$ cat config.mk
export PLATFORM = sky130hd
export DESIGN_NAME = qr_mode_segmenter
export DESIGN_NICKNAME = d
export VERILOG_FILES = /design/src/rtl/qrms_pkg.sv /design/src/rtl/qrms_cell.sv /design/src/rtl/qrms_window.sv /design/src/rtl/qr_mode_segmenter.sv
export SDC_FILE = /design/constraint.sdc
export NUM_CORES = 1
export LEC_CHECK = 0
export BUFFER_PORTS_ARGS = -buffer_cell sky130_fd_sc_hd__buf_2
export CORE_UTILIZATION = 56
export DETAILED_ROUTE_END_ITERATION = 8
export GPL_TIMING_DRIVEN = 0
export PLACE_DENSITY = 0.75
export SLEW_MARGIN = 40
export SYNTH_ARGS = -nofsm -noshare
export SYNTH_HDL_FRONTEND = slang
export SYNTH_SLANG_ARGS = --single-unit
$ cat constraint.sdc
create_clock -name clock -period 5.12 [get_ports clock]
set_input_delay 1.024 -clock clock [delete_from_list [all_inputs] [get_ports clock]]
set_output_delay 1.024 -clock clock [all_outputs]
set_load 0.03 [all_outputs]
$ cat src/rtl/qrms_pkg.sv
// Shared constants, types and character classing for the QR mode segmenter.
`timescale 1ns / 1ps
package qrms_pkg;

   localparam int WIN     = 20;
   localparam int MAX_LEN = 8192;
   localparam int FILL_W  = $clog2(WIN + 1);
   localparam int POS_W   = $clog2(MAX_LEN + 1);
   localparam int CHAR_W  = 16;

   localparam logic [1:0] M_NUM   = 2'd0;
   localparam logic [1:0] M_ALNUM = 2'd1;
   localparam logic [1:0] M_BYTE  = 2'd2;
   localparam logic [1:0] M_KANJI = 2'd3;

   localparam logic [2:0] OVR_AUTO  = 3'd0;
   localparam logic [2:0] OVR_NUM   = 3'd1;
   localparam logic [2:0] OVR_ALNUM = 3'd2;
   localparam logic [2:0] OVR_BYTE  = 3'd3;
   localparam logic [2:0] OVR_KANJI = 3'd4;

   localparam logic REG_VERSION  = 1'b0;
   localparam logic REG_OVERRIDE = 1'b1;

   typedef struct packed {
      logic              clear;
      logic              shift;
      logic              load;
      logic [FILL_W-1:0] load_idx;
      logic [CHAR_W-1:0] load_char;
   } win_ctl_type;

   typedef struct packed {
      logic [1:0]        k0;
      logic [1:0]        k1;
      logic [FILL_W-1:0] run_num;
      logic [FILL_W-1:0] run_alnum;
      logic [FILL_W-1:0] run_kanji;
      logic [1:0]        kt_num;
      logic [1:0]        kt_alnum;
   } win_info_type;

   function automatic logic is_kanji(input logic [15:0] c);
      logic [7:0] hi;
      logic [7:0] lo;
      logic t1, t2, l1, l2;
      hi = c[15:8];
      lo = c[7:0];
      t1 = (lo >= 8'h40 && lo <= 8'h7E) || (lo >= 8'h80 && lo <= 8'hFC);
      t2 = (lo >= 8'h40 && lo <= 8'h7E) || (lo >= 8'h80 && lo <= 8'hBF);
      l1 = (hi >= 8'hE0 && hi <= 8'hEA) || (hi >= 8'h81 && hi <= 8'h9F);
      l2 = (hi >= 8'hEA && hi <= 8'hEB);
      return (l1 && t1) || (l2 && t2);
   endfunction

   function automatic logic [1:0] class_of(input logic [15:0] c);
      logic [1:0] k;
      if (c >= 16'h30 && c <= 16'h39) begin
         k = M_NUM;
      end else if (c == 16'h20 || c == 16'h24 || c == 16'h25 || c == 16'h2A ||
                   c == 16'h2B || c == 16'h3A || (c >= 16'h2D && c <= 16'h2F) ||
                   (c >= 16'h41 && c <= 16'h5A)) begin
         k = M_ALNUM;
      end else if (is_kanji(c)) begin
         k = M_KANJI;
      end else begin
         k = M_BYTE;
      end
      return k;
   endfunction

endpackage

$ cat src/rtl/qrms_cell.sv
// One window cell: holds a character, takes its neighbour's on a shift.
`timescale 1ns / 1ps
module qrms_cell (
   input  logic        clock,
   input  logic        reset,
   input  logic        clear,
   input  logic        shift,
   input  logic        load,
   input  logic [15:0] next_char,
   input  logic [15:0] load_char,
   output logic [15:0] char_q,
   output logic [1:0]  cls
);
   import qrms_pkg::*;

   logic [15:0] char_ff;
   logic [15:0] char_in;

   always_comb begin
      char_in = char_ff;
      if (clear) begin
         char_in = '0;
      end else if (shift) begin
         char_in = next_char;
      end else if (load) begin
         char_in = load_char;
      end
   end

   always_ff @(posedge clock) begin
      if (reset) begin
         char_ff <= '0;
      end else begin
         char_ff <= char_in;
      end
   end

   assign char_q = char_ff;
   assign cls    = class_of(char_ff);

endmodule

$ cat src/rtl/qrms_window.sv
// Lookahead window: a chain of cells with run lengths measured from the head.
`timescale 1ns / 1ps
module qrms_window (
   input  logic                  clock,
   input  logic                  reset,
   input  qrms_pkg::win_ctl_type ctl,
   output qrms_pkg::win_info_type info
);
   import qrms_pkg::*;

   logic [15:0] cell_char [WIN];
   logic [1:0]  cell_cls  [WIN];

   for (genvar i = 0; i < WIN; i++) begin : g_cell
      logic [15:0] nxt;
      if (i == WIN - 1) begin : g_tail
         assign nxt = '0;
      end else begin : g_mid
         assign nxt = cell_char[i+1];
      end
      qrms_cell u_cell (
         .clock     (clock),
         .reset     (reset),
         .clear     (ctl.clear),
         .shift     (ctl.shift),
         .load      (ctl.load && (ctl.load_idx == FILL_W'(i))),
         .next_char (nxt),
         .load_char (ctl.load_char),
         .char_q    (cell_char[i]),
         .cls       (cell_cls[i])
      );
   end

   function automatic logic [FILL_W-1:0] run_len(input logic [WIN-1:0] m);
      logic [FILL_W-1:0] n;
      logic              stop;
      n    = FILL_W'(WIN);
      stop = 1'b0;
      for (int j = 0; j < WIN; j++) begin
         if (!stop && !m[j]) begin
            n    = FILL_W'(j);
            stop = 1'b1;
         end
      end
      return n;
   endfunction

   logic [WIN-1:0] m_num, m_alnum, m_kanji;

   always_comb begin
      for (int j = 0; j < WIN; j++) begin
         m_num[j]   = (cell_cls[j] == M_NUM);
         m_alnum[j] = (cell_cls[j] == M_ALNUM);
         m_kanji[j] = (cell_cls[j] == M_KANJI);
      end
   end

   always_comb begin
      info.k0        = cell_cls[0];
      info.k1        = cell_cls[1];
      info.run_num   = run_len(m_num);
      info.run_alnum = run_len(m_alnum);
      info.run_kanji = run_len(m_kanji);
      info.kt_num    = (info.run_num >= FILL_W'(WIN)) ? M_BYTE : cell_cls[info.run_num];
      info.kt_alnum  = (info.run_alnum >= FILL_W'(WIN)) ? M_BYTE : cell_cls[info.run_alnum];
   end

endmodule

$ cat src/rtl/qr_mode_segmenter.sv
// Top level of the QR mode segmenter: string state, mode decisions and result beat.
// Strings arrive one character beat at a time and leave as (start, end, mode) segment beats.
// An ordinary character beat is loaded into the twenty-entry lookahead window; then, once
// the window is full, a decision on the window head is taken, which may emit a segment. The
// beat that first fills the window in automatic mode also passes through the initial mode
// choice and then the scan of the head. The beat carrying is_final is loaded, then passes
// the decision state, the initial mode choice when none has been made, a scan of each
// character left in the window (up to twenty) and the closing segment. A forced mode or a
// string wholly in one class ends with its segment in the decision state. Any cycle that
// must emit waits while the result register is full and stalled.
`timescale 1ns / 1ps
module qr_mode_segmenter (
   input  logic        clock,
   input  logic        reset,
   input  logic        csr_we,
   input  logic        csr_index,
   input  logic [5:0]  csr_wdata,
   input  logic        req_valid,
   output logic        req_stall,
   input  logic [15:0] req_character,
   input  logic        req_is_final,
   output logic        rsp_valid,
   input  logic        rsp_stall,
   output logic [13:0] rsp_seg_start,
   output logic [13:0] rsp_seg_end,
   output logic [1:0]  rsp_seg_mode,
   output logic        rsp_bad_override,
   output logic        rsp_seg_last
);
   import qrms_pkg::*;

   typedef enum logic [2:0] {ST_IDLE, ST_PROC, ST_INIT, ST_SCAN, ST_FINAL} state_type;

   state_type         state_ff, state_in;
   logic              fin_ff, fin_in;
   logic [FILL_W-1:0] fill_ff, fill_in;
   logic [POS_W-1:0]  pos_ff, pos_in;
   logic [POS_W-1:0]  begin_ff, begin_in;
   logic [1:0]        mode_ff, mode_in;
   logic [3:0]        seen_ff, seen_in;
   logic              chosen_ff, chosen_in;
   logic [5:0]        version_ff;
   logic [2:0]        override_ff;
   logic              rv_ff, rv_in;
   logic [13:0]       rs_ff, rs_in, re_ff, re_in;
   logic [1:0]        rm_ff, rm_in;
   logic              rb_ff, rb_in, rl_ff, rl_in;

   win_ctl_type  ctl;
   win_info_type info;

   qrms_window u_window (
      .clock (clock),
      .reset (reset),
      .ctl   (ctl),
      .info  (info)
   );

   logic              automatic_mode, out_free, single;
   logic [1:0]        grp;
   logic [POS_W-1:0]  p;
   logic [FILL_W-1:0] th_kanji, th_alnum, th_num, th_num_a, th_an_num, th_ia, th_in, th_ina;
   logic              sw;
   logic [1:0]        nm, im, single_mode, forced_mode;
   logic              forced_ok;
   logic              run_scan;
   state_type         scan_next;

   assign automatic_mode = (override_ff == OVR_AUTO) || (override_ff > OVR_KANJI);
   assign out_free       = !rv_ff || !rsp_stall;
   assign req_stall      = (state_ff != ST_IDLE);
   assign grp            = (version_ff >= 6'd27) ? 2'd2 : ((version_ff >= 6'd10) ? 2'd1 : 2'd0);
   assign p              = pos_ff - POS_W'(fill_ff);
   assign single         = (seen_ff != 4'd0) && $onehot(seen_ff);

   always_comb begin
      unique case (grp)
         2'd0: begin
            th_kanji = 5'd9;  th_alnum = 5'd11; th_num = 5'd6; th_num_a = 5'd6;
            th_an_num = 5'd13; th_ia = 5'd6; th_in = 5'd4; th_ina = 5'd7;
         end
         2'd1: begin
            th_kanji = 5'd12; th_alnum = 5'd15; th_num = 5'd8; th_num_a = 5'd7;
            th_an_num = 5'd15; th_ia = 5'd7; th_in = 5'd4; th_ina = 5'd8;
         end
         default: begin
            th_kanji = 5'd13; th_alnum = 5'd16; th_num = 5'd9; th_num_a = 5'd8;
            th_an_num = 5'd17; th_ia = 5'd8; th_in = 5'd5; th_ina = 5'd9;
         end
      endcase
   end

   always_comb begin
      sw = 1'b0;
      nm = mode_ff;
      if (mode_ff == M_NUM) begin
         if (info.k0 != M_NUM) begin
            sw = 1'b1; nm = info.k0;
         end
      end else if (mode_ff == M_ALNUM) begin
         if (info.k0 == M_KANJI || info.k0 == M_BYTE) begin
            sw = 1'b1; nm = info.k0;
         end
         if (info.run_num >= th_an_num) begin
            sw = 1'b1; nm = M_NUM;
         end
      end else begin
         if (mode_ff == M_BYTE && info.run_kanji >= th_kanji) begin
            sw = 1'b1; nm = M_KANJI;
         end
         if (info.run_alnum >= th_alnum) begin
            sw = 1'b1; nm = M_ALNUM;
         end
         if (!sw && (info.run_num >= th_num ||
                     (info.run_num >= th_num_a && info.kt_num == M_ALNUM))) begin
            sw = 1'b1; nm = M_NUM;
         end
      end
   end

   always_comb begin
      priority if (info.k0 == M_BYTE) begin
         im = M_BYTE;
      end else if (info.k0 == M_KANJI) begin
         im = (info.k1 == M_NUM || info.k1 == M_ALNUM) ? M_KANJI : M_BYTE;
      end else if (info.k0 == M_ALNUM) begin
         im = (info.run_alnum < th_ia &&
               (info.kt_alnum == M_BYTE || info.kt_alnum == M_KANJI)) ? M_BYTE : M_ALNUM;
      end else if (info.run_num < th_in &&
                   (info.kt_num == M_BYTE || info.kt_num == M_KANJI)) begin
         im = M_BYTE;
      end else if (info.run_num < th_ina && info.kt_num == M_ALNUM) begin
         im = M_ALNUM;
      end else begin
         im = M_NUM;
      end
   end

   always_comb begin
      priority if (seen_ff == 4'b0001) single_mode = M_NUM;
      else if (seen_ff == 4'b0010) single_mode = M_ALNUM;
      else if (seen_ff == 4'b0100) single_mode = M_BYTE;
      else single_mode = M_KANJI;

      priority if (override_ff == OVR_NUM) forced_ok = (seen_ff == 4'b0001);
      else if (override_ff == OVR_ALNUM) forced_ok = (seen_ff[3:2] == 2'b00);
      else if (override_ff == OVR_BYTE) forced_ok = !seen_ff[3];
      else forced_ok = 1'b1;

      priority if (override_ff == OVR_NUM || seen_ff == 4'b0001) forced_mode = M_NUM;
      else if (override_ff == OVR_ALNUM || seen_ff == 4'b0010) forced_mode = M_ALNUM;
      else if (override_ff == OVR_KANJI || seen_ff == 4'b1000) forced_mode = M_KANJI;
      else forced_mode = M_BYTE;
   end

   always_comb begin
      state_in  = state_ff;
      fin_in    = fin_ff;
      fill_in   = fill_ff;
      pos_in    = pos_ff;
      begin_in  = begin_ff;
      mode_in   = mode_ff;
      seen_in   = seen_ff;
      chosen_in = chosen_ff;
      ctl       = '0;
      run_scan  = 1'b0;
      scan_next = ST_IDLE;
      rv_in = rv_ff && rsp_stall;
      rs_in = rs_ff; re_in = re_ff; rm_in = rm_ff; rb_in = rb_ff; rl_in = rl_ff;

      unique case (state_ff)
         ST_IDLE: begin
            if (req_valid) begin
               fin_in   = req_is_final;
               state_in = ST_PROC;
               if (pos_ff < POS_W'(MAX_LEN)) begin
                  ctl.load      = 1'b1;
                  ctl.load_idx  = fill_ff;
                  ctl.load_char = req_character;
                  fill_in       = fill_ff + 1'b1;
                  pos_in        = pos_ff + 1'b1;
                  seen_in       = seen_ff | (4'b0001 << class_of(req_character));
               end
            end
         end
         ST_PROC: begin
            if (!fin_ff) begin
               if (fill_ff >= FILL_W'(WIN)) begin
                  if (!automatic_mode) begin
                     ctl.shift = 1'b1;
                     fill_in   = fill_ff - 1'b1;
                     state_in  = ST_IDLE;
                  end else if (chosen_ff) begin
                     run_scan  = 1'b1;
                     scan_next = ST_IDLE;
                  end else begin
                     state_in = ST_INIT;
                  end
               end else begin
                  state_in = ST_IDLE;
               end
            end else if (!automatic_mode || single) begin
               if (out_free) begin
                  rv_in = 1'b1;
                  rs_in = 14'(0);
                  re_in = pos_ff;
                  rl_in = 1'b1;
                  if (!automatic_mode) begin
                     rb_in = !forced_ok;
                     rm_in = forced_ok ? forced_mode : M_NUM;
                  end else begin
                     rb_in = 1'b0;
                     rm_in = single_mode;
                  end
                  ctl.clear = 1'b1;
                  fill_in = '0; pos_in = '0; begin_in = '0; mode_in = M_NUM;
                  seen_in = '0; chosen_in = 1'b0; fin_in = 1'b0;
                  state_in = ST_IDLE;
               end
            end else if (!chosen_ff) begin
               state_in = ST_INIT;
            end else begin
               state_in = (fill_ff != '0) ? ST_SCAN : ST_FINAL;
            end
         end
         ST_INIT: begin
            mode_in   = im;
            chosen_in = 1'b1;
            state_in  = (fill_ff != '0) ? ST_SCAN : ST_FINAL;
         end
         ST_SCAN: begin
            run_scan  = 1'b1;
            scan_next = !fin_ff ? ST_IDLE : ((fill_ff == FILL_W'(1)) ? ST_FINAL : ST_SCAN);
         end
         ST_FINAL: begin
            if (out_free) begin
               rv_in = 1'b1;
               rs_in = begin_ff; re_in = pos_ff; rm_in = mode_ff; rb_in = 1'b0; rl_in = 1'b1;
               ctl.clear = 1'b1;
               fill_in = '0; pos_in = '0; begin_in = '0; mode_in = M_NUM;
               seen_in = '0; chosen_in = 1'b0; fin_in = 1'b0;
               state_in = ST_IDLE;
            end
         end
         default: state_in = ST_IDLE;
      endcase

      if (run_scan && !(sw && p > begin_ff && !out_free)) begin
         if (sw && p > begin_ff) begin
            rv_in = 1'b1;
            rs_in = begin_ff; re_in = p; rm_in = mode_ff; rb_in = 1'b0; rl_in = 1'b0;
         end
         if (sw) begin
            begin_in = p;
            mode_in  = nm;
         end
         ctl.shift = 1'b1;
         fill_in   = fill_ff - 1'b1;
         state_in  = scan_next;
      end
   end

   always_ff @(posedge clock) begin
      if (reset) begin
         state_ff    <= ST_IDLE;
         fin_ff      <= 1'b0;
         fill_ff     <= '0;
         pos_ff      <= '0;
         begin_ff    <= '0;
         mode_ff     <= M_NUM;
         seen_ff     <= '0;
         chosen_ff   <= 1'b0;
         version_ff  <= 6'd1;
         override_ff <= OVR_AUTO;
         rv_ff       <= 1'b0;
      end else begin
         state_ff  <= state_in;
         fin_ff    <= fin_in;
         fill_ff   <= fill_in;
         pos_ff    <= pos_in;
         begin_ff  <= begin_in;
         mode_ff   <= mode_in;
         seen_ff   <= seen_in;
         chosen_ff <= chosen_in;
         rv_ff     <= rv_in;
         if (csr_we) begin
            unique case (csr_index)
               REG_VERSION:  version_ff  <= csr_wdata;
               REG_OVERRIDE: override_ff <= csr_wdata[2:0];
               default:      version_ff  <= version_ff;
            endcase
         end
      end
      rs_ff <= rs_in;
      re_ff <= re_in;
      rm_ff <= rm_in;
      rb_ff <= rb_in;
      rl_ff <= rl_in;
   end

   assign rsp_valid        = rv_ff;
   assign rsp_seg_start    = rs_ff;
   assign rsp_seg_end      = re_ff;
   assign rsp_seg_mode     = rm_ff;
   assign rsp_bad_override = rb_ff;
   assign rsp_seg_last     = rl_ff;

`ifndef SYNTHESIS
   a_fill_bound: assert property (@(posedge clock) disable iff (reset)
      fill_ff <= FILL_W'(WIN)) else $error("window fill exceeds its depth");
   a_begin_bound: assert property (@(posedge clock) disable iff (reset)
      begin_ff <= pos_ff) else $error("segment begins past the current position");
   a_bad_last: assert property (@(posedge clock) disable iff (reset)
      rv_ff && rb_ff |-> rl_ff) else $error("override error beat is not the last");
   a_scan_chosen: assert property (@(posedge clock) disable iff (reset)
      state_ff == ST_SCAN |-> chosen_ff) else $error("scan before the initial mode is set");
`endif

endmodule

==> impl_metrics.toml <==
[floorplanning]
io_pins = 63
rows = 79
fp.dieW_um = 219
coreArea_um2 = 46600
die-area_um2 = 48200
start_util_pct = 56.9
chipHeight_um = 219

[worst_setup_path]
cp_max_fo = 7
worstRegToRegCells = 22
startpoint_type = "flip-flop"
critical_path_class = "reg2reg"
critPathArrivalTime_ns = 6.04
worstPathRequired_ns = 5.61
cp-end-kind = "flip-flop"

[timing]
drv_slew = 0
hold_violations = 0
grt_setup_unrepaired = "yes"
setup_violations = 377
min_period_ns = 5.54
post-route-period-util_pct = 108
layout_setup_ws_ns = -0.424
worstMarginPinSlew_ns = 1.14
slew_headroom_pct = 24.1
clock_skew_ns = 0.0400
fmax_mhz = 180

[logic_synthesis]
synth.distinct_cells = 114
synth-edff-count = 0
synth_ff_type = "dfxtp_1"
async_flop_share_pct = 0
synth_fp_nets = 3608
syn_avg_cell_area_um2 = 7.51
yosysSeqAreaShare_pct = 30.7
syn_inst = 3527
ys_ff_latch = 406
yosys_warnings = 0
netlist_area_um2 = 26500

[drt]
dr_total_vias = 30800
drt_wl_total_mm = 112
wire_per_inst_um = 25.5
drt_iter0_markers = 3853
drtAntennaViolNets = 0
first_pass_iters = 6
via_per_inst = 7.00
drc = 0

[power]
swShare_pct = 32.8
ir_drop_mv = 0.453
p_int_mw = 6.07
pwr-share-comb_pct = 24.1
p_clk_share_pct = 37.7
p_switching_mw = 2.97
p_total_mw = 9.03
powerDensity_nw_per_um2 = 278
p_seq_share_pct = 38.2
leakagePower_nw = 11.8

[cells_and_area]
area_growth_syn_to_layout_pct = 22.6
stdcell_count = 4404
fillCellCount = 3710
nets = 3838
final_cell_mix = "nor2_1 (630), dfxtp_1 (390), a21oi_1 (317)"
final_common_cell = "nor2_1"
post_route_cells_drive_above_1_share_pct = 19.5

[min_path]
min_path_type = "reg2reg"
min_path_cells = 1

[clock_network]
htree_levels = 2
cts_tree = "yes"
cts_made_buffers = 46
clock-root-buffer = "clkbuf_16"
path_clk_slew_ns = 0.06
numClockSinks = 406
insertion_delay_ns = 0.62
ctsHoldBuffers = 0
clockBufferDepth = 3

[global_route]
grt.total_usage_pct = 43.6
grt_pass1_wl_mm = 162
grt_pass1_vias = 27900
grt_max_degree = 14
antenna_found_initial = 1
grt_overflow = 0

[outcome]
status = "complete, but fails checks"
violations = "setup timing"

[place]
port_buffers = 56
gp_congestion = 1.01
dp_hpwl_mm = 79.7
place_inst = 4193

[flow_run]
cap_violations = 0
==> cell families (layout without fill, tap and decap cells) <==
kind of cell	count (synthesis)	count (layout)	share of synthesized area, %
mux	22	22	0.869
simple gates	1489	1491	28.1
buf+inv	375	641	6.43
xor+xnor	21	21	0.695
compound gates	1155	1155	30.4
fa+ha+maj	59	59	2.78
other cells	0	2	0
flops	406	406	30.7
==> Yosys cell counts, types with 17 or more instances <==
library cell  instances  share of area [%]
a211oi_1            251                7.1
a21o_1               33               0.94
a21oi_1             344                6.5
a221o_1              89                3.4
a221oi_1             26               0.86
a31oi_1              33               0.78
and2_1               32               0.76
and3_1               32               0.76
and4_1               17               0.56
buf_2                37               0.70
buf_4                38                1.1
clkbuf_1            182                2.6
dfxtp_1             406                 31
ha_1                 50                2.4
inv_1                97                1.4
mux2i_1              17               0.64
nand2_1             233                3.3
nand2b_1             38               0.90
nand3_1             108                2.0
nand3b_1             24               0.68
nand4_1              35               0.83
nor2_1              663                9.4
nor2b_1              35               0.83
nor3_1               48               0.91
nor4_1               44                1.0
o21ai_0             126                2.4
o22ai_1              18               0.43
o31ai_1              17               0.48
or2_2                17               0.40
or3_1                26               0.61
or4_1                26               0.74
==> worst paths after layout <==
path	from	end	slack [ns]
setup reg to reg	u_window.g_cell[3].u_cell.char_q[9]	u_window.g_cell[2].u_cell.char_q[11]	-0.42
hold / removal	rsp_seg_start[5]	rsp_seg_start[5]	0.47
hold reg to reg	rsp_seg_start[5]	rsp_seg_start[5]	0.47
setup / recovery	u_window.g_cell[3].u_cell.char_q[9]	u_window.g_cell[2].u_cell.char_q[11]	-0.42
==> per-stage QoR <==
| stage | hold slack (ns) | setup TNS [ns] | setup slack (ns) | cell area [um2] | util (%) |
|---|---|---|---|---|---|
| floorplan | 0.457 | 0 | 0.00247 | 26600 | - |
| global placement | 0.455 | -581.80 | -1.80 | 27700 | 59.4 |
| detailed placement | 0.462 | -503.78 | -1.64 | 27800 | 59.6 |
| CTS | 0.475 | -71.22 | -0.312 | 30500 | 65.5 |
| global route | 0.492 | -173.37 | -0.596 | 32500 | 69.7 |
| finish | 0.470 | -112.23 | -0.424 | 32500 | 69.7 |
==> routing by layer <==
layer  wire, um  part of all wire [%]  up-vias  global-route usage, %
met1      41400                    37    14500                   53.2
met2      48200                    43     2090                   67.3
met4       9460                   8.4        0                   31.8
li1           -                     -    13600                      -
met3      13100                    12      597                   9.59
met5          0                     0        -                      0
==> power by group through the flow <==
stage / sequential [mW] / combinational, mW / clock, mW
2_1_floorplan: 3.58 / 1.07 / 0
3_3_place_gp: 3.50 / 1.65 / 0
3_5_place_dp: 3.50 / 1.70 / 0
4_1_cts: 3.44 / 1.85 / 3.39
5_1_grt: 3.46 / 2.29 / 3.51
6_report: 3.45 / 2.17 / 3.41
==> layout make-up <==
| type | count | area (um2) | area share, % |
|---|---|---|---|
| Clock buffer | 69 | 1390 | 4.28 |
| Timing Repair Buffer | 184 | 1580 | 4.88 |
| Multi-Input combinational cell | 2748 | 18200 | 56.1 |
| Inverter | 98 | 390 | 1.20 |
| Antenna cell | 2 | 5.00 | 0.0154 |
| Sequential cell | 406 | 8160 | 25.1 |
| Tap cell | 607 | 759 | 2.34 |
| Clock inverter | 17 | 164 | 0.505 |
| Buffer | 273 | 1800 | 5.55 |
==> critical path, stage by stage, from the launching register on <==
cell	delay (ns)
dfxtp_4	0.35
or4_4	0.55
nor4b_4	0.21
buf_4	0.18
nand4_1	0.15
or4_4	0.54
or3_4	0.39
o21bai_4	0.17
inv_2	0.07
ha_4	0.28
o221ai_4	0.10
o21bai_4	0.20
o31a_1	0.24
o31ai_2	0.06
buf_4	0.18
nand3_4	0.11
a2111oi_4	0.43
or2_4	0.21
buf_8	0.14
a21boi_4	0.30
buf_6	0.20
nor2_2	0.05
a221o_1	0.28
==> sequential cells by signal, indices dropped and copies added (netlist names) <==
register / count
u_window.g_cell.u_cell.char_q: 320
begin_ff: 14
pos_ff: 14
rsp_seg_end: 14
rsp_seg_start: 14
version_ff: 6
fill_ff: 5
seen_ff: 4
override_ff: 3
state_ff: 3
mode_ff: 2
rsp_seg_mode: 2
chosen_ff: 1
fin_ff: 1
rsp_bad_override: 1
rsp_seg_last: 1
rsp_valid: 1
==> what timing repair did <==
| item | CTS | global route |
|---|---|---|
| cloned | 7 | 20 |
| endpoints found under the hold margin | 0 | 0 |
| pin swaps | 56 | 132 |
| buffers inserted | 42 | 58 |
| endpoints found under the setup margin | 377 | 377 |
| resized for setup | 191 | 307 |
Note: power is estimated with default switching activity, not from simulation.
